==> config.mk <==
export PLATFORM = sky130hd
export DESIGN_NAME = bba_ctrl
export DESIGN_NICKNAME = d
export VERILOG_FILES = /design/src/rtl/bba_pkg.sv /design/src/rtl/bba_ctrl.sv
export SDC_FILE = /design/constraint.sdc
export NUM_CORES = 1
export LEC_CHECK = 0
export ABC_AREA = 1
export BUFFER_PORTS_ARGS = -buffer_cell sky130_fd_sc_hd__buf_4
export CAP_MARGIN = 20
export CORE_AREA = 3 3 40 42
export DETAILED_ROUTE_END_ITERATION = 12
export DIE_AREA = 0 0 43 45
export PLACE_DENSITY = 0.73
export SYNTH_ARGS = -nofsm -noshare
export SYNTH_HDL_FRONTEND = slang
export SYNTH_SLANG_ARGS = --single-unit
==> constraint.sdc <==
create_clock -name clk -period 2.6 [get_ports clk]
set_clock_uncertainty 0.15 [all_clocks]
set_input_delay 0.39 -clock clk [delete_from_list [all_inputs] [get_ports clk]]
set_output_delay 0.39 -clock clk [all_outputs]
set_load 0.1 [all_outputs]
==> src/rtl/bba_pkg.sv <==
// ----------------------------------------------------------------------------
// bba_pkg
// Shared types and constants of the bitmap block allocator.
// ----------------------------------------------------------------------------
package bba_pkg;

    localparam int DEF_BLOCKS    = 65536;
    localparam int DEF_WORD_BITS = 64;

    localparam logic [16:0] BLK_LIMIT_RST = 17'd65536;

    // request op codes
    typedef enum logic [2:0] {
        OP_QUERY    = 3'd0,
        OP_MARK     = 3'd1,
        OP_ALLOC1   = 3'd2,
        OP_ALLOCRUN = 3'd3,
        OP_MARKRUN  = 3'd4,
        OP_COUNT    = 3'd5
    } op_t;

    // controller -> datapath strobes
    typedef struct packed {
        logic clr;    // write zero word, step address
        logic load;   // capture item
        logic eval;   // evaluate current word
        logic bstep;  // evaluate one bit of a mixed word
        logic mrk;    // set up marking of a found run
        logic inc;    // next word
        logic out;    // load result register
    } cmd_t;

    // datapath -> controller status
    typedef struct packed {
        op_t  op;
        logic clr_last;
        logic empty_scan;
        logic len_zero;
        logic mr_none;
        logic hit1;
        logic all_free;
        logic none_free;
        logic run_hit_word;
        logic bit_hit;
        logic bit_last;
        logic last;
        logic mr_last;
    } stat_t;

endpackage

==> src/rtl/bba_ctrl.sv <==
// ----------------------------------------------------------------------------
// bba_ctrl
// Sequencer: clearing pass, word scan, bit walk, run marking, result hand-off.
// ----------------------------------------------------------------------------
module bba_ctrl
    import bba_pkg::*;
(
    input  logic  clk,
    input  logic  rst_n,
    input  logic  in_valid,
    output logic  in_ready,
    output logic  out_valid,
    input  logic  out_ready,
    input  stat_t st,
    output cmd_t  cmd
);

    typedef enum logic [2:0] {
        S_CLEAR,
        S_IDLE,
        S_SETUP,
        S_RD,
        S_EVAL,
        S_BIT,
        S_MRK,
        S_FIN
    } state_t;

    state_t state_reg, state_next;
    logic   out_valid_reg, out_valid_next;

    // next state and strobes
    always_comb
    begin
        state_next = state_reg;
        cmd        = '0;
        case (state_reg)
            S_CLEAR:
            begin
                cmd.clr = 1'b1;
                if (st.clr_last)
                begin
                    state_next = S_IDLE;
                end
            end
            S_IDLE:
            begin
                if (in_valid)
                begin
                    cmd.load   = 1'b1;
                    state_next = S_SETUP;
                end
            end
            S_SETUP:
            begin
                case (st.op)
                    OP_QUERY, OP_MARK:    state_next = S_EVAL;
                    OP_ALLOC1, OP_COUNT:  state_next = st.empty_scan ? S_FIN : S_EVAL;
                    OP_ALLOCRUN:
                        state_next = (st.len_zero || st.empty_scan) ? S_FIN : S_EVAL;
                    OP_MARKRUN:           state_next = st.mr_none ? S_FIN : S_EVAL;
                    default:              state_next = S_FIN;
                endcase
            end
            S_RD:
            begin
                state_next = S_EVAL;
            end
            S_EVAL:
            begin
                cmd.eval = 1'b1;
                case (st.op)
                    OP_ALLOC1:
                    begin
                        if (st.hit1 || st.last)
                        begin
                            state_next = S_FIN;
                        end
                        else
                        begin
                            cmd.inc    = 1'b1;
                            state_next = S_RD;
                        end
                    end
                    OP_COUNT:
                    begin
                        if (st.last)
                        begin
                            state_next = S_FIN;
                        end
                        else
                        begin
                            cmd.inc    = 1'b1;
                            state_next = S_RD;
                        end
                    end
                    OP_ALLOCRUN:
                    begin
                        if (st.all_free && st.run_hit_word)
                        begin
                            state_next = S_MRK;
                        end
                        else if (st.all_free || st.none_free)
                        begin
                            if (st.last)
                            begin
                                state_next = S_FIN;
                            end
                            else
                            begin
                                cmd.inc    = 1'b1;
                                state_next = S_RD;
                            end
                        end
                        else
                        begin
                            state_next = S_BIT;
                        end
                    end
                    OP_MARKRUN:
                    begin
                        if (st.mr_last)
                        begin
                            state_next = S_FIN;
                        end
                        else
                        begin
                            cmd.inc    = 1'b1;
                            state_next = S_RD;
                        end
                    end
                    default:
                    begin
                        state_next = S_FIN;
                    end
                endcase
            end
            S_BIT:
            begin
                cmd.bstep = 1'b1;
                if (st.bit_hit)
                begin
                    state_next = S_MRK;
                end
                else if (st.bit_last)
                begin
                    if (st.last)
                    begin
                        state_next = S_FIN;
                    end
                    else
                    begin
                        cmd.inc    = 1'b1;
                        state_next = S_RD;
                    end
                end
            end
            S_MRK:
            begin
                cmd.mrk    = 1'b1;
                state_next = S_RD;
            end
            S_FIN:
            begin
                if (!out_valid_reg || out_ready)
                begin
                    cmd.out    = 1'b1;
                    state_next = S_IDLE;
                end
            end
            default:
            begin
                state_next = S_IDLE;
            end
        endcase
    end

    // result valid: set on load, cleared when taken
    always_comb
    begin
        if (cmd.out)
        begin
            out_valid_next = 1'b1;
        end
        else if (out_ready)
        begin
            out_valid_next = 1'b0;
        end
        else
        begin
            out_valid_next = out_valid_reg;
        end
    end

    always_ff @(posedge clk or negedge rst_n)
    begin
        if (!rst_n)
        begin
            state_reg     <= S_CLEAR;
            out_valid_reg <= 1'b0;
        end
        else
        begin
            state_reg     <= state_next;
            out_valid_reg <= out_valid_next;
        end
    end

    assign in_ready  = (state_reg == S_IDLE);
    assign out_valid = out_valid_reg;

endmodule

==> qor.csv <==
stage,metric,value,unit
floorplan,start_util,38.07,%
cts,clk_latency,0.23,ns
timing,fin_crit,2.029,ns
synth,syn-instance-count,93,
timing,fin_crit_sh,78.03,%
critical_path,rr_startpoint,state_reg[0]$_DFFE_PN0P_,
placed_design,hpwl,1.049,mm
placed_design,numPlacedInstances,134,
power,p_leak,0.4554,nW
synth,yosys-top-cells-count,"nand2_1, nor2_1, inv_1",
floorplan,fp.coreArea,0.001285,mm2
power,power.share.switching,65.61,%
critical_path,worstSetupEndpointType,output pin,
power,powerDensity,1250,mW/mm2
synth,yosysWarnings,0,
global_routing,grt_pass1_vias,564,
critical_path,r2r_slack,1.19,ns
power,peakVddDrop,0.5541,mV
global_routing,antenna_found_initial,0,
final_layout,area.growth.synth_to_final,50.90,%
floorplan,rows,13,
critical_path,r2r_cells,8,
final_layout,finalNonFillerCells,138,
final_layout,seqCellArea,100.1,um2
synth,ys_top_cells_by_area,"dfrtp_1, nand2_1, nor2_1, inv_1, nand3_1",
synth,synth_top_cell_by_area,dfrtp_1,
power,p_clk_share,8.0,%
synth,synth_fp_nets,112,
synth,synth_ff_type,dfrtp_1,
power,seqPwrFrac,15.1,%
timing,hold_violations,0,
timing,setup_viol,0,
global_routing,grt-ovfl-total,0,
synth,ys_ff_latch,4,
critical_path,path_max_fanout,6,
critical_path,critPathKind,flop to output pin,
timing,worst_pin_slew,0.2804,ns
routing,drc_errors,0,
worst_hold_path,hold_path_depth,2,
final_layout,multiInputGateArea,316.6,um2
cts,cts_max_level,1,
routing,firstDrtPassIters,2,
cts,cts.clk_slew.worst_paths,0.04,ns
floorplan,num_io_pins,28,
final_layout,drive_gt1_share,33.33,%
placed_design,portBuffers,27,
synth,yosysMostFrequentCell,nand2_1,
critical_path,required,2.06,ns
synth,syn_area,489.2,um2
cts,cts_root_buf,clkbuf_4,
final_layout,diodes,0,
cts,cts_tree,built,
synth,async_reset_ff_share,100.0,%
critical_path,timing.rr.end,state_reg[1]$_DFFE_PN0P_,
floorplan,die_x,43,um
timing,fmax,492.9,MHz
timing,tns,0,ns
global_routing,grt_pass1_wl,1.987,mm
placed_design,gp_congestion,0.7560,
timing,relSlewSlack,81.46,%
floorplan,die-area,0.001935,mm2
power,comb_power_share,77.0,%
routing,viasPerCell,4.435,
synth,synth.distinct_cells,18,
synth,synth-seq-area-share,20.46,%
timing,final_max_slew_viol_count,0,
run_status,status,"complete, no violations",
power,p_int,0.3174,mW
worst_hold_path,hp-start,out_ready,
timing,grt_setup_unrepaired,false,
cts,clock_sinks,4,
critical_path,start_kind,flop,
worst_hold_path,holdPathEnd,out_valid$_DFFE_PN0P_,
final_layout,fin_nets,144,
floorplan,die_h,45,um
final_layout,nFillCells,136,
flow_run,drv_cap,0,
synth,synth-edff-count,0,
worst_hold_path,hold_path_class,primary input to flop,
synth,synth_top_area_share,20.46,%
global_routing,grt_max_degree,7,
global_routing,grtUsageTotal,13.27,%
power,net-switching-power,0.6055,mW
cts,cts_buffers,3,
cts,cts_buffer_depth,2,
final_layout,largest_register_ffs,3,
routing,routed_wl,1.178,mm
routing,num_vias,612,
routing,wl_per_cell,8.536,um
critical_path,worstPathArrival,1.49,ns
routing,drt_iter0_drc,2,
synth,syn_avg_cell_area,5.260,um2
routing,drtAntennaViolNets,0,
[critical path, stage by stage, from the launching register on]
cell	delay, ns
dfrtp_1	0.44
nor2_1	0.22
nand2_1	0.11
inv_2	0.09
nand2_1	0.06
nand2_2	0.05
buf_4	0.28
[cell type report]
type | instances | share of cell area, %
tap | 15 | 2.542
timing repair buffer | 28 | 28.81
sequential | 4 | 13.56
multi-input combinational | 70 | 42.88
clock buffer | 3 | 3.051
inverter | 18 | 9.153
[power groups by stage]
stage                     combinational [mW]  sequential, mW  clock, mW
final                                  0.710           0.139     0.0734
after global routing                   0.765           0.148     0.0803
after CTS                              0.717           0.139     0.0768
after detailed placement               0.714           0.140          0
after global placement                 0.710           0.139          0
after floorplan                        0.528           0.179          0
[metal layers]
| metal | GRT usage (%) | part of all wire (%) | up-vias | routed length, um |
|---|---|---|---|---|
| li1 | - | - | 345 | - |
| met1 | 15.53 | 44 | 257 | 516 |
| met2 | 23.65 | 52 | 10 | 614 |
| met3 | 1.594 | 4.0 | 0 | 47 |
| met4 | 7.229 | 0 | 0 | 0 |
| met5 | 0 | 0 | - | 0 |
[repair_timing]
action	4_1_cts	5_1_grt
endpoints found under the setup margin	0	0
hold buffers	1	0
endpoints found under the hold margin	4	0
gates resized for setup	0	0
buffers inserted	0	0
[per-stage QoR]
step / worst slack (ns) / total power [mW] / hold WS (ns) / instance area (um2) / utilization (%)
6_report: 0.5713 / 0.9229 / 0.2430 / 738.2 / 57.45
5_1_grt: 0.4623 / 0.9933 / 0.2292 / 738.2 / 57.45
4_1_cts: 0.5612 / 0.9329 / 0.2323 / 738.2 / 57.45
3_5_place_dp: 0.6558 / 0.8541 / 0.03759 / 705.7 / 54.92
3_3_place_gp: 0.6795 / 0.8488 / 0.03579 / 705.7 / 54.92
2_1_floorplan: 0.1661 / 0.7072 / -0.05559 / 491.7 / -
[worst max-delay path by stage]
| stage | from | endpoint | slack [ns] | cells after the start |
|---|---|---|---|---|
| global route | state_reg[0]$_DFFE_PN0P_ | cmd[1] | 0.46 | 6 |
| detailed placement | st[1] | cmd[1] | 0.66 | 8 |
| global placement | st[1] | cmd[1] | 0.68 | 8 |
| floorplan | state_reg[0]$_DFFE_PN0P_ | cmd[5] | 0.17 | 4 |
| CTS | state_reg[0]$_DFFE_PN0P_ | cmd[1] | 0.56 | 6 |
| finish | state_reg[0]$_DFFE_PN0P_ | cmd[1] | 0.57 | 6 |
[logic make-up after synthesis]
kind of cell	after synthesis	synth area share [%]
and+or+nand+nor	63	57.03
AOI/OAI and AO/OA	7	7.160
DFF	4	20.46
buffers and inverters	19	15.34
[cell usage in the layout, fill, tap and decap left out, drive strengths merged]
cell         count
a21oi            4
buf             27
clkbuf           3
clkinv           1
dfrtp            4
dlygate4sd3      1
inv             17
nand2           26
nand3           10
nand3b           1
nor2            21
nor3             3
o21ai            3
or2              2
(Power assumes the default switching activity.)
